### src/sv/csld_pkg.sv
`timescale 1ns / 1ps
package csld_pkg;
   localparam int SLOTS = 16;
   localparam int SN_W = 4;
   localparam int MAX_LEN_BYTES = 2;

   localparam logic [1:0] OP_BYTE  = 2'd0;
   localparam logic [1:0] OP_POLL  = 2'd1;
   localparam logic [1:0] OP_CLEAR = 2'd2;
   localparam logic [1:0] OP_UNDEF = 2'd3;

   localparam logic [2:0] EV_OPEN   = 3'd0;
   localparam logic [2:0] EV_STATE  = 3'd1;
   localparam logic [2:0] EV_AHDR   = 3'd2;
   localparam logic [2:0] EV_ABYTE  = 3'd3;
   localparam logic [2:0] EV_CLOSE  = 3'd4;
   localparam logic [2:0] EV_ERROR  = 3'd5;
   localparam logic [2:0] EV_IDLE   = 3'd6;

   localparam logic [2:0] ERR_NONE     = 3'd0;
   localparam logic [2:0] ERR_BAD_SN   = 3'd1;
   localparam logic [2:0] ERR_CLOSED   = 3'd2;
   localparam logic [2:0] ERR_TAG      = 3'd3;
   localparam logic [2:0] ERR_LEN      = 3'd4;
   localparam logic [2:0] ERR_LONG_LEN = 3'd5;

   localparam logic [7:0] TAG_DATA   = 8'h90;
   localparam logic [7:0] TAG_OPEN   = 8'h91;
   localparam logic [7:0] TAG_CREATE = 8'h94;
   localparam logic [7:0] TAG_CLOSE  = 8'h95;
   localparam logic [7:0] TAG_CLOSE_RSP = 8'h96;
   localparam logic [7:0] ST_FULL    = 8'hF3;
   localparam logic [7:0] ST_UNKNOWN = 8'hF0;

   typedef struct packed {
      logic [2:0]  event_res;
      logic [3:0]  session_number;
      logic [7:0]  status;
      logic [31:0] value;
      logic [15:0] apdu_length;
      logic [1:0]  session_state;
      logic [2:0]  error_code;
      logic        last;
   } rsp_type;

   // request as seen by the back part
   typedef struct packed {
      logic [1:0]  opcode;
      logic [7:0]  data_byte;
      logic        first_byte;
      logic [15:0] total_length;
   } req_type;

   function automatic logic known_resource(input logic [31:0] id);
      return id == 32'h00010041 || id == 32'h00020041 || id == 32'h00030041 ||
             id == 32'h00240041 || id == 32'h00400041;
   endfunction
endpackage

### src/sv/csld_front.sv
`timescale 1ns / 1ps
// input stage: registers requests and drops those that cause nothing
module csld_front (
   input  logic                clock,
   input  logic                reset,
   input  logic                req_valid,
   output logic                req_stall,
   input  logic [1:0]          req_opcode,
   input  logic [7:0]          req_data_byte,
   input  logic                req_first_byte,
   input  logic [15:0]         req_total_length,
   output logic                q_valid,
   input  logic                q_stall,
   output csld_pkg::req_type   q_data
);
   // two-entry queue
   csld_pkg::req_type mem_ff [2];
   csld_pkg::req_type mem_in [2];
   logic [1:0] count_ff, count_in;
   logic       acc, pop;
   csld_pkg::req_type r;

   assign req_stall = count_ff == 2'd2;
   assign acc = req_valid && !req_stall && req_opcode != csld_pkg::OP_UNDEF;
   assign q_valid = count_ff != 2'd0;
   assign q_data = mem_ff[0];
   assign pop = q_valid && !q_stall;

   always_comb begin
      r.opcode = req_opcode;
      r.data_byte = req_data_byte;
      r.first_byte = req_first_byte;
      r.total_length = req_total_length;
      mem_in = mem_ff;
      count_in = count_ff;
      if (pop) begin
         mem_in[0] = mem_ff[1];
         count_in = count_in - 2'd1;
      end
      if (acc) begin
         mem_in[count_in[0]] = r;
         count_in = count_in + 2'd1;
      end
   end

   always_ff @(posedge clock) begin
      if (reset) begin
         count_ff <= '0;
      end else begin
         count_ff <= count_in;
      end
      mem_ff <= mem_in;
   end

   a_count: assert property (@(posedge clock) disable iff (reset) count_ff <= 2'd2)
      else $error("queue overflow");
   a_full_stall: assert property (@(posedge clock) disable iff (reset)
      count_ff == 2'd2 |-> req_stall) else $error("full queue not stalling");
   a_pop_drop: assert property (@(posedge clock) disable iff (reset)
      pop && !acc |=> count_ff == $past(count_ff) - 2'd1) else $error("count slip");
endmodule

### src/sv/csld_back.sv
`timescale 1ns / 1ps
// parser and session table; one request per cycle while its three-result output buffer has room
module csld_back (
   input  logic               clock,
   input  logic               reset,
   input  logic               q_valid,
   output logic               q_stall,
   input  csld_pkg::req_type  q_data,
   output logic               rsp_valid,
   input  logic               rsp_stall,
   output csld_pkg::rsp_type  rsp_data
);
   typedef enum logic [3:0] {
      PH_WAIT, PH_LEN, PH_LEN_MORE, PH_BODY, PH_ATAG, PH_ALEN, PH_ALEN_MORE,
      PH_ABODY, PH_DISCARD
   } phase_type;

   localparam int S = csld_pkg::SLOTS;

   phase_type   phase_ff, phase_in;
   logic [7:0]  ptag_ff, ptag_in;
   logic [15:0] lacc_ff, lacc_in;
   logic [6:0]  lleft_ff, lleft_in;
   logic [15:0] bcnt_ff, bcnt_in;
   logic [31:0] hsh_ff, hsh_in;
   logic [15:0] brem_ff, brem_in;
   logic [23:0] atag_ff, atag_in;
   logic [15:0] aleft_ff, aleft_in;
   logic [3:0]  cur_ff, cur_in;
   logic [S-1:0] sv_ff, sv_in;
   logic [1:0]  sph_ff [S], sph_in [S];
   logic [7:0]  sst_ff [S], sst_in [S];

   // output buffer of up to three results
   csld_pkg::rsp_type ob_ff [3], ob_in [3];
   logic [1:0] oc_ff, oc_in;

   csld_pkg::rsp_type res [2];
   logic [1:0] nres;
   logic       go;

   assign q_stall = oc_ff > 2'd1;
   assign go = q_valid && !q_stall;
   assign rsp_valid = oc_ff != 2'd0;
   assign rsp_data = ob_ff[0];

   function automatic csld_pkg::rsp_type mk(input logic [2:0] ev, input logic [3:0] sn,
         input logic [7:0] st, input logic [31:0] val, input logic [15:0] al,
         input logic [1:0] ss, input logic [2:0] er);
      csld_pkg::rsp_type x;
      x.event_res = ev; x.session_number = sn; x.status = st; x.value = val;
      x.apdu_length = al; x.session_state = ss; x.error_code = er; x.last = 1'b0;
      return x;
   endfunction

   always_comb begin
      logic [7:0] b;
      logic [1:0] lr;
      logic       deciding;
      logic [3:0] fi, pi;
      logic       ffound, pfound;
      logic [15:0] sn16;
      logic [3:0] sn;
      logic [15:0] alen;
      logic [1:0] cst;
      logic       clean;
      phase_type  more;
      phase_in = phase_ff; ptag_in = ptag_ff; lacc_in = lacc_ff; lleft_in = lleft_ff;
      bcnt_in = bcnt_ff; hsh_in = hsh_ff; brem_in = brem_ff; atag_in = atag_ff;
      aleft_in = aleft_ff; cur_in = cur_ff; sv_in = sv_ff; sph_in = sph_ff;
      sst_in = sst_ff;
      res[0] = '0; res[1] = '0; nres = 2'd0;
      b = q_data.data_byte; lr = 2'd0; deciding = 1'b0; more = PH_LEN_MORE;
      fi = '0; ffound = 1'b0; pi = '0; pfound = 1'b0;
      sn16 = '0; sn = '0; alen = '0; clean = 1'b0;
      cst = (cur_ff == 4'd0) ? 2'd0 : sph_ff[cur_ff - 4'd1];
      // first free and first pending-close entries, priority encoded
      for (int i = S - 2; i >= 0; i--) begin
         if (!sv_ff[i]) begin fi = 4'(i); ffound = 1'b1; end
         if (sv_ff[i] && sph_ff[i] == 2'd2) begin pi = 4'(i); pfound = 1'b1; end
      end
      if (go) begin
         case (q_data.opcode)
            csld_pkg::OP_POLL: begin
               if (pfound) begin
                  sv_in[pi] = 1'b0; sph_in[pi] = 2'd0; sst_in[pi] = 8'd0;
                  res[0] = mk(csld_pkg::EV_CLOSE, pi + 4'd1, 8'd0,
                     {24'd0, csld_pkg::TAG_CLOSE_RSP}, 16'd0, 2'd2, csld_pkg::ERR_NONE);
               end else begin
                  res[0] = mk(csld_pkg::EV_IDLE, 4'd0, 8'd0, 32'd0, 16'd0, 2'd0,
                     csld_pkg::ERR_NONE);
               end
               nres = 2'd1;
            end
            csld_pkg::OP_CLEAR: begin
               sv_in = '0;
               for (int i = 0; i < S; i++) begin sph_in[i] = 2'd0; sst_in[i] = 8'd0; end
               phase_in = PH_WAIT; cur_in = '0;
               res[0] = mk(csld_pkg::EV_IDLE, 4'd0, 8'd0, 32'd0, 16'd0, 2'd0,
                  csld_pkg::ERR_NONE);
               nres = 2'd1;
            end
            csld_pkg::OP_BYTE: begin
               if (q_data.first_byte) begin
                  ptag_in = b;
                  brem_in = (q_data.total_length != 16'd0) ?
                     q_data.total_length - 16'd1 : 16'd0;
                  phase_in = PH_LEN; hsh_in = '0; bcnt_in = '0; atag_in = '0;
                  lacc_in = '0; lleft_in = '0;
               end else if (phase_ff != PH_WAIT) begin
                  if (brem_ff != 16'd0) brem_in = brem_ff - 16'd1;
                  if (phase_ff == PH_ALEN || phase_ff == PH_ALEN_MORE) more = PH_ALEN_MORE;
                  if (phase_ff == PH_LEN || phase_ff == PH_LEN_MORE ||
                      phase_ff == PH_ALEN || phase_ff == PH_ALEN_MORE) begin
                     if (phase_ff == more) begin
                        lacc_in = (lacc_ff > 16'hFF) ? 16'hFFFF : {lacc_ff[7:0], b};
                        lleft_in = lleft_ff - 7'd1;
                        lr = (lleft_in == 7'd0) ? 2'd1 : 2'd0;
                     end else begin
                        lacc_in = '0;
                        if (!b[7]) begin lacc_in = {8'd0, b}; lr = 2'd1; end
                        else if (b[6:0] > 7'(csld_pkg::MAX_LEN_BYTES)) lr = 2'd2;
                        else if (b[6:0] == 7'd0) lr = 2'd1;
                        else begin lleft_in = b[6:0]; phase_in = more; end
                     end
                  end
                  case (phase_ff)
                     PH_LEN, PH_LEN_MORE: begin
                        if (lr == 2'd2) begin
                           phase_in = PH_DISCARD;
                           res[0] = mk(csld_pkg::EV_ERROR, 4'd0, 8'd0, 32'd0, 16'd0,
                              2'd0, csld_pkg::ERR_LONG_LEN);
                           nres = 2'd1;
                        end else if (lr == 2'd1) begin
                           bcnt_in = '0; hsh_in = '0; atag_in = '0;
                           if (lacc_in == 16'd0) deciding = 1'b1;
                           else phase_in = PH_BODY;
                        end
                     end
                     PH_BODY: begin
                        if (bcnt_ff == 16'd0) atag_in = {16'd0, b};
                        if (ptag_ff == csld_pkg::TAG_OPEN) begin
                           case (bcnt_ff)
                              16'd0: hsh_in[31:24] = hsh_ff[31:24] | b;
                              16'd1: hsh_in[23:16] = hsh_ff[23:16] | b;
                              16'd2: hsh_in[15:8] = hsh_ff[15:8] | b;
                              16'd3: hsh_in[7:0] = hsh_ff[7:0] | b;
                              default: hsh_in = hsh_ff;
                           endcase
                        end else begin
                           hsh_in = {hsh_ff[23:0], b};
                        end
                        bcnt_in = bcnt_ff + 16'd1;
                        if (bcnt_in == lacc_ff) deciding = 1'b1;
                     end
                     PH_ATAG: begin
                        atag_in = {atag_ff[15:0], b};
                        bcnt_in = bcnt_ff + 16'd1;
                        if (bcnt_in >= 16'd3) begin phase_in = PH_ALEN; lacc_in = '0; end
                     end
                     PH_ALEN, PH_ALEN_MORE: begin
                        if (lr == 2'd2) begin
                           phase_in = PH_DISCARD;
                           res[0] = mk(csld_pkg::EV_ERROR, cur_ff, 8'd0, 32'd0, 16'd0,
                              cst, csld_pkg::ERR_LONG_LEN);
                           nres = 2'd1;
                        end else if (lr == 2'd1) begin
                           alen = lacc_in;
                           if (brem_in > alen && brem_in - alen < 16'd3) alen = brem_in;
                           res[0] = mk(csld_pkg::EV_AHDR, cur_ff, 8'd0, {8'd0, atag_ff},
                              alen, cst, csld_pkg::ERR_NONE);
                           nres = 2'd1;
                           aleft_in = alen;
                           if (alen == 16'd0) begin
                              phase_in = PH_ATAG; atag_in = '0; bcnt_in = '0;
                           end else phase_in = PH_ABODY;
                        end
                     end
                     PH_ABODY: begin
                        res[0] = mk(csld_pkg::EV_ABYTE, cur_ff, 8'd0, {24'd0, b}, 16'd0,
                           cst, csld_pkg::ERR_NONE);
                        nres = 2'd1;
                        aleft_in = aleft_ff - 16'd1;
                        if (aleft_in == 16'd0) begin
                           phase_in = PH_ATAG; atag_in = '0; bcnt_in = '0;
                        end
                     end
                     default: ;
                  endcase
                  if (deciding) begin
                     if (ptag_ff == csld_pkg::TAG_OPEN) begin
                        if (ffound && csld_pkg::known_resource(hsh_in)) begin
                           sv_in[fi] = 1'b1; sph_in[fi] = 2'd1; sst_in[fi] = 8'd0;
                           res[0] = mk(csld_pkg::EV_OPEN, fi + 4'd1, 8'd0, hsh_in, 16'd0,
                              2'd1, csld_pkg::ERR_NONE);
                           cur_in = fi + 4'd1;
                           phase_in = PH_ATAG; atag_in = '0; bcnt_in = '0;
                           nres = 2'd1;
                        end else begin
                           res[0] = mk(csld_pkg::EV_OPEN, 4'd0,
                              ffound ? csld_pkg::ST_UNKNOWN : csld_pkg::ST_FULL, hsh_in,
                              16'd0, 2'd0, csld_pkg::ERR_NONE);
                           nres = 2'd1;
                           if (brem_in != 16'd0) begin
                              res[1] = mk(csld_pkg::EV_ERROR, 4'd0, 8'd0, 32'd0, 16'd0,
                                 2'd0, csld_pkg::ERR_LEN);
                              nres = 2'd2;
                           end
                           phase_in = PH_DISCARD;
                        end
                     end else begin
                        sn16 = hsh_in[15:0];
                        sn = sn16[3:0];
                        if (sn16 == 16'd0 || sn16 >= 16'(S)) begin
                           phase_in = PH_DISCARD;
                           res[0] = mk(csld_pkg::EV_ERROR, 4'd0, 8'd0, 32'd0, 16'd0, 2'd0,
                              csld_pkg::ERR_BAD_SN);
                           nres = 2'd1;
                        end else if (!sv_ff[sn - 4'd1]) begin
                           phase_in = PH_DISCARD;
                           res[0] = mk(csld_pkg::EV_ERROR, sn, 8'd0, 32'd0, 16'd0, 2'd0,
                              csld_pkg::ERR_CLOSED);
                           nres = 2'd1;
                        end else if (ptag_ff != csld_pkg::TAG_CREATE &&
                                     ptag_ff != csld_pkg::TAG_CLOSE &&
                                     ptag_ff != csld_pkg::TAG_DATA) begin
                           phase_in = PH_DISCARD;
                           res[0] = mk(csld_pkg::EV_ERROR, sn, 8'd0, 32'd0, 16'd0, 2'd0,
                              csld_pkg::ERR_TAG);
                           nres = 2'd1;
                        end else begin
                           if (ptag_ff == csld_pkg::TAG_CREATE) begin
                              sst_in[sn - 4'd1] = atag_in[7:0];
                              sph_in[sn - 4'd1] = 2'd1;
                              res[0] = mk(csld_pkg::EV_STATE, sn, atag_in[7:0], 32'd0,
                                 16'd0, 2'd1, csld_pkg::ERR_NONE);
                              nres = 2'd1;
                           end else if (ptag_ff == csld_pkg::TAG_CLOSE) begin
                              sph_in[sn - 4'd1] = 2'd2;
                              res[0] = mk(csld_pkg::EV_STATE, sn, sst_ff[sn - 4'd1], 32'd0,
                                 16'd0, 2'd2, csld_pkg::ERR_NONE);
                              nres = 2'd1;
                           end
                           cur_in = sn;
                           phase_in = PH_ATAG; atag_in = '0; bcnt_in = '0;
                        end
                     end
                  end
               end
               if (phase_in != PH_WAIT && brem_in == 16'd0 &&
                   (q_data.first_byte || phase_ff != PH_WAIT)) begin
                  clean = phase_in == PH_DISCARD || (phase_in == PH_ATAG && bcnt_in == 16'd0);
                  if (!clean) begin
                     res[nres[0]] = mk(csld_pkg::EV_ERROR, 4'd0, 8'd0, 32'd0, 16'd0,
                        2'd0, csld_pkg::ERR_LEN);
                     nres = nres + 2'd1;
                  end
                  phase_in = PH_WAIT;
               end
            end
            default: ;
         endcase
         if (nres != 2'd0) res[nres[1] ? 1 : 0].last = 1'b1;
      end
      // output buffer: pop front, append new results
      ob_in = ob_ff;
      oc_in = oc_ff;
      if (rsp_valid && !rsp_stall) begin
         ob_in[0] = ob_ff[1]; ob_in[1] = ob_ff[2]; oc_in = oc_ff - 2'd1;
      end
      if (nres != 2'd0) begin
         ob_in[oc_in] = res[0];
         if (nres == 2'd2) ob_in[oc_in + 2'd1] = res[1];
         oc_in = oc_in + nres;
      end
   end

   always_ff @(posedge clock) begin
      if (reset) begin
         phase_ff <= PH_WAIT; ptag_ff <= '0; lacc_ff <= '0; lleft_ff <= '0;
         bcnt_ff <= '0; hsh_ff <= '0; brem_ff <= '0; atag_ff <= '0; aleft_ff <= '0;
         cur_ff <= '0; sv_ff <= '0; oc_ff <= '0;
         for (int i = 0; i < S; i++) begin sph_ff[i] <= 2'd0; sst_ff[i] <= 8'd0; end
      end else begin
         phase_ff <= phase_in; ptag_ff <= ptag_in; lacc_ff <= lacc_in;
         lleft_ff <= lleft_in; bcnt_ff <= bcnt_in; hsh_ff <= hsh_in; brem_ff <= brem_in;
         atag_ff <= atag_in; aleft_ff <= aleft_in; cur_ff <= cur_in; sv_ff <= sv_in;
         sph_ff <= sph_in; sst_ff <= sst_in; oc_ff <= oc_in;
      end
      ob_ff <= ob_in;
   end

   a_ob: assert property (@(posedge clock) disable iff (reset) oc_ff <= 2'd3)
      else $error("output buffer overflow");
   a_slot0: assert property (@(posedge clock) disable iff (reset) !sv_ff[S-1])
      else $error("last slot used");
   a_clear: assert property (@(posedge clock) disable iff (reset)
      go && q_data.opcode == csld_pkg::OP_CLEAR |=> sv_ff == '0)
      else $error("clear left sessions");
endmodule

### src/sv/ci_session_layer_deframer_unit.sv
`timescale 1ns / 1ps
// session-layer deframer: takes one request per cycle, back to back, while req_stall is low
// a request reaches its first result through the input queue register, then the parser into the output buffer register
// one request per cycle unless a queue is full; a request giving two results fills two output buffer entries
// the session table's free and close search is a combinational priority encoder
// reset: synchronous active high, clears parser, session table and both queues
module ci_session_layer_deframer_unit (
   input  logic        clock,
   input  logic        reset,
   input  logic        req_valid,
   output logic        req_stall,
   input  logic [1:0]  req_opcode,
   input  logic [7:0]  req_data_byte,
   input  logic        req_first_byte,
   input  logic [15:0] req_total_length,
   output logic        rsp_valid,
   input  logic        rsp_stall,
   output logic [2:0]  rsp_event_res,
   output logic [3:0]  rsp_session_number,
   output logic [7:0]  rsp_status,
   output logic [31:0] rsp_value,
   output logic [15:0] rsp_apdu_length,
   output logic [1:0]  rsp_session_state,
   output logic [2:0]  rsp_error_code,
   output logic        rsp_last
);
   logic q_valid, q_stall;
   csld_pkg::req_type q_data;
   csld_pkg::rsp_type r;

   csld_front u_front (
      .clock, .reset, .req_valid, .req_stall, .req_opcode, .req_data_byte,
      .req_first_byte, .req_total_length, .q_valid, .q_stall, .q_data
   );
   csld_back u_back (
      .clock, .reset, .q_valid, .q_stall, .q_data, .rsp_valid, .rsp_stall,
      .rsp_data(r)
   );

   assign rsp_event_res = r.event_res;
   assign rsp_session_number = r.session_number;
   assign rsp_status = r.status;
   assign rsp_value = r.value;
   assign rsp_apdu_length = r.apdu_length;
   assign rsp_session_state = r.session_state;
   assign rsp_error_code = r.error_code;
   assign rsp_last = r.last;
endmodule

### config.mk
export PLATFORM = sky130hd
export DESIGN_NAME = ci_session_layer_deframer_unit
export DESIGN_NICKNAME = d
export VERILOG_FILES = /design/src/sv/csld_pkg.sv /design/src/sv/csld_front.sv /design/src/sv/csld_back.sv /design/src/sv/ci_session_layer_deframer_unit.sv
export SDC_FILE = /design/constraint.sdc
export NUM_CORES = 2
export LEC_CHECK = 0
export BUFFER_PORTS_ARGS = -buffer_cell sky130_fd_sc_hd__buf_2
export CAP_MARGIN = 40
export CORE_MARGIN = 10
export CORE_UTILIZATION = 48
export CTS_CLUSTER_SIZE = 20
export DETAILED_ROUTE_END_ITERATION = 10
export SYNTH_ARGS = -nofsm -noshare
export SYNTH_HDL_FRONTEND = slang
export SYNTH_HIERARCHICAL = 1
export SYNTH_SLANG_ARGS = --single-unit
### constraint.sdc
create_clock -name clock -period 12.7 [get_ports clock]
set_input_delay 1.905 -clock clock [delete_from_list [all_inputs] [get_ports clock]]
set_output_delay 1.905 -clock clock [all_outputs]
set_load 0.02 [all_outputs]
==> summary.md <==
| Metric | Value |
|---|---|
| Mapped Avg Cell Area | 8.19 um^2 |
| Synthesized flop and latch total | 584 |
| Hold Worst Slack | 0.472 ns |
| Worst R2R Path Depth | 27 |
| H-tree Lvls | 3 |
| Clock network fraction of total power | 21.5% |
| Chip width | 297 um |
| CP Launch Type | flop |
| Hold Path Class | reg -> reg |
| Setup TNS | 0 ns |
| DR WL/cell | 24.8 um |
| Post-synthesis cell type count | 137 |
| LEAKAGE | 13.8 nW |
| Initial antenna violation count | 1 |
| Bufs and invs on worst path | 4 |
| Worst hold start | u_back/ptag_ff[4]$_SDFFE_PP0P_ |
| Worst clock skew | 0.0275 ns |
| Post-Syn Area | 36800 um^2 |
| Port Buffers | 101 |
| Worst EP required | 13.23 ns |
| # clock sinks | 584 |
| Total net switching power | 4.44 mW |
| Drt total wl | 135000 um |
| Max Freq | 102 MHz |
| Clk_lat worst skew | 0.63 ns |
| Setup Viol. Count Final | 0 |
| Vias in the first global route | 32500 |
| RSZ-0062 raised after global routing | no |
| Ys Warns | 6 |
| CP top delay family | compound AO/OA/AOI/OAI gates |
| Max Cap Viol | 0 |
| Routed via count | 35600 |
| Pre-CTS setup slack | 3.09 ns |
| Post-route antenna net violation count | 0 |
| Grt ovf | 0 |
| First-pass GRT wire length | 205000 um |
| RR Endpoint | u_back/rsp_data[59]$_DFF_P_ |
| CTS tree | built |
| I/O pin total | 102 |
| Setup bufs post-CTS | 0 |
| Area grow syn2layout | 7.48% |
| Vias per cell | 6.56 |
| Critical Path Max Stage Delay | 0.82 ns |
| VDD IR max | 210 uV |
| DRC | 0 |
| Run status | finished, final reports clean |
| Gr usage total | 28.8% |
| Row Count | 101 |
| Hold endpoint | u_back/ptag_ff[4]$_SDFFE_PP0P_ |
| Top FF cell, synth | dfxtp_1 |
| Pint | 5.27 mW |
| CTS Root Cell | clkbuf_16 |
| Crit share post-route | 77.1% |
| Most frequent cells in the layout | 503 x nor2_1, 488 x dfxtp_1, 461 x nand2_1 |
| Share of cells above drive strength 1 | 10.9% |
| Reg2reg setup slack | 2.90 ns |
| Initial Util | 48.4% |
| Layout Nets | 4419 |
| Slew @ Worst Pin | 1.22 ns |
| Tot Pwr | 9.71 mW |
| EDFF count, synth | 96 |
| Flop pwr share | 27.3% |
| Rel. slew slack | 18.6% |
| Pin count of the biggest net entering global routing | 138 |
| Asr flop ratio synth | 0% |
| Final hold violations | 0 |
| Reg-to-reg startpoint | u_back/phase_ff[3]$_SDFFE_PP0P_ |
| Most common library cell in the layout ignoring fill and taps | nor2_1 |
| HPWL after DPL | 95000 um |
| Max-slew violation count | 0 |
| Drt first pass iters | 6 |
| CTS resizes | 0 |
| CP Class | reg -> reg |
| Post-Route Utilization | 52.0% |
| WP data arrival | 10.33 ns |
| Initial DRC count | 3914 |
| Top cell type's share of synthesized area | 26.5% |
| Core area | 76100 um^2 |
| Mapped Cells | 4497 |
| Longest Clk Path Bufs | 3 |
| Hold Path Depth | 2 |
| Clock buffer count from CTS | 72 |
| Area contributors post-synth | dfxtp_1 27%, edfxtp_1 7.8%, mux2i_1 5.9%, a21oi_1 5.2%, nor2_1 5.2% |
| Critical path fanouts, max | 65 |
| Sw Share | 45.7% |
| Sequential fraction of the synthesis area | 34.3% |
| Clk slew on worst S/H paths | 0.06 ns |
| Mapped Nets | 4579 |
| Die Y | 297 um |
| PD cells | 245 nW/um^2 |
| Final Worst Setup Slack | 2.90 ns |
| Cell accounting for the most synthesized area | dfxtp_1 |
| Die area | 88200 um^2 |
| Hold_buf cts | 0 |
| Routability cong. | 1.00 |
| Setup crit end kind | flop |
| Crit path time final | 9.80 ns |
| Worst path slowest cell | dfxtp_1 |
| Logic pwr share | 51.2% |
-- through the flow --
step | instances | cell area, um^2
floorplan | 4497 | 36800
global placement | 5271 | 37000
detailed placement | 5292 | 37200
CTS | 5422 | 39600
global route | 5423 | 39600
finish | 5424 | 39600
-- area by class of cell --
cell class / instances / area, um^2
Fill cell: 7450 / 36500
Multi-Input combinational cell: 3400 / 21700
Sequential cell: 584 / 12700
Clock buffer: 102 / 2060
Timing Repair Buffer: 198 / 1290
Tap cell: 1030 / 1290
Clock inverter: 28 / 320
Inverter: 81 / 305
Antenna cell: 1 / 2.50
-- metal layers --
metal	global-route usage, %	up-vias	routed length (um)
met5	0	-	13
li1	-	16300	-
met2	43.5	1771	58000
met4	9.59	2	4290
met1	40.8	17200	60200
met3	5.51	271	12100
-- power by group through the flow --
stage	clock [mW]	combinational (mW)	sequential (mW)
2_1_floorplan	0	3.64	2.54
3_3_place_gp	0	4.79	2.67
3_5_place_dp	0	4.83	2.68
4_1_cts	2.13	4.85	2.64
5_1_grt	2.20	5.32	2.69
6_report	2.09	4.97	2.65
-- cell usage after synthesis, types with 32 or more instances --
cell,count
o22ai_1,174
xnor2_1,49
a21o_1,49
a211oi_1,67
o211ai_1,38
xor2_1,32
dfxtp_1,488
a31oi_1,40
nand3_1,100
a21oi_1,383
buf_4,110
edfxtp_1,96
nand2_1,462
nor2_1,509
clkbuf_1,244
o221ai_1,33
buf_2,36
a22o_1,32
mux2i_1,216
nor4_1,33
mux4_2,40
nor3_1,83
and3_1,43
a22oi_1,150
ha_1,50
nand4_1,33
inv_1,77
o21ai_0,261
and2_1,39
-- how the worst max path moves through the flow --
| stage | startpoint | end | slack [ns] | cells after the start |
|---|---|---|---|---|
| global placement | u_back/phase_ff[3]$_SDFFE_PP0P_ | u_back/rsp_data[59]$_DFF_P_ | 3.28 | 27 |
| global route | u_back/phase_ff[0]$_SDFFE_PP0P_ | u_back/rsp_data[60]$_DFF_P_ | 2.42 | 25 |
| detailed placement | u_back/phase_ff[0]$_SDFFE_PP0P_ | u_back/rsp_data[59]$_DFF_P_ | 3.09 | 26 |
| finish | u_back/phase_ff[3]$_SDFFE_PP0P_ | u_back/rsp_data[59]$_DFF_P_ | 2.90 | 27 |
| floorplan | u_back/phase_ff[0]$_SDFFE_PP0P_ | u_back/rsp_data[51]$_DFF_P_ | 2.75 | 32 |
| CTS | u_back/phase_ff[0]$_SDFFE_PP0P_ | u_back/rsp_data[59]$_DFF_P_ | 3.04 | 26 |
-- state kept, by name (all words and copies together), names as in the netlist, 24 cells and up, named ones only --
name and cells:
u_back/hsh_ff 32, u_back/ob_ff 138, u_back/rsp_data 69, u_back/sst_ff 128
u_back/atag_ff 24, u_back/sph_ff 32, u_front/q_data 27
-- cells by family after synthesis --
logic type               count (synthesis)  share of synthesized area (%)
AND/OR/NAND/NOR                       1503                           19.4
AO/OA/AOI/OAI                         1492                           26.6
multiplexers                           266                           8.62
adder cells (fa/ha/maj)                 56                           1.90
buffers and inverters                  513                           7.06
flip-flops                             584                           34.3
XOR/XNOR                                83                           2.05
-- worst reg2reg max path: stages, from the launching register on --
cell      delay (ns)
dfxtp_1         0.82
inv_1           0.45
nand2_1         0.45
a41oi_1         0.19
nor3_1          0.34
inv_1           0.08
ha_1            0.32
nand2b_1        0.25
maj3_2          0.44
o31ai_2         0.50
nand2_2         0.10
ha_2            0.34
buf_4           0.51
nor2b_1         0.12
a221oi_1        0.35
a211oi_2        0.05
a211oi_1        0.38
nor4_4          0.14
a41oi_2         0.28
o21ai_2         0.16
or3_1           0.35
o31ai_1         0.45
o2111a_1        0.54
o21ai_2         0.19
nand3_4         0.39
buf_4           0.78
or4b_4          0.63
o22ai_2         0.12
Power figures use the tool's default switching activity.
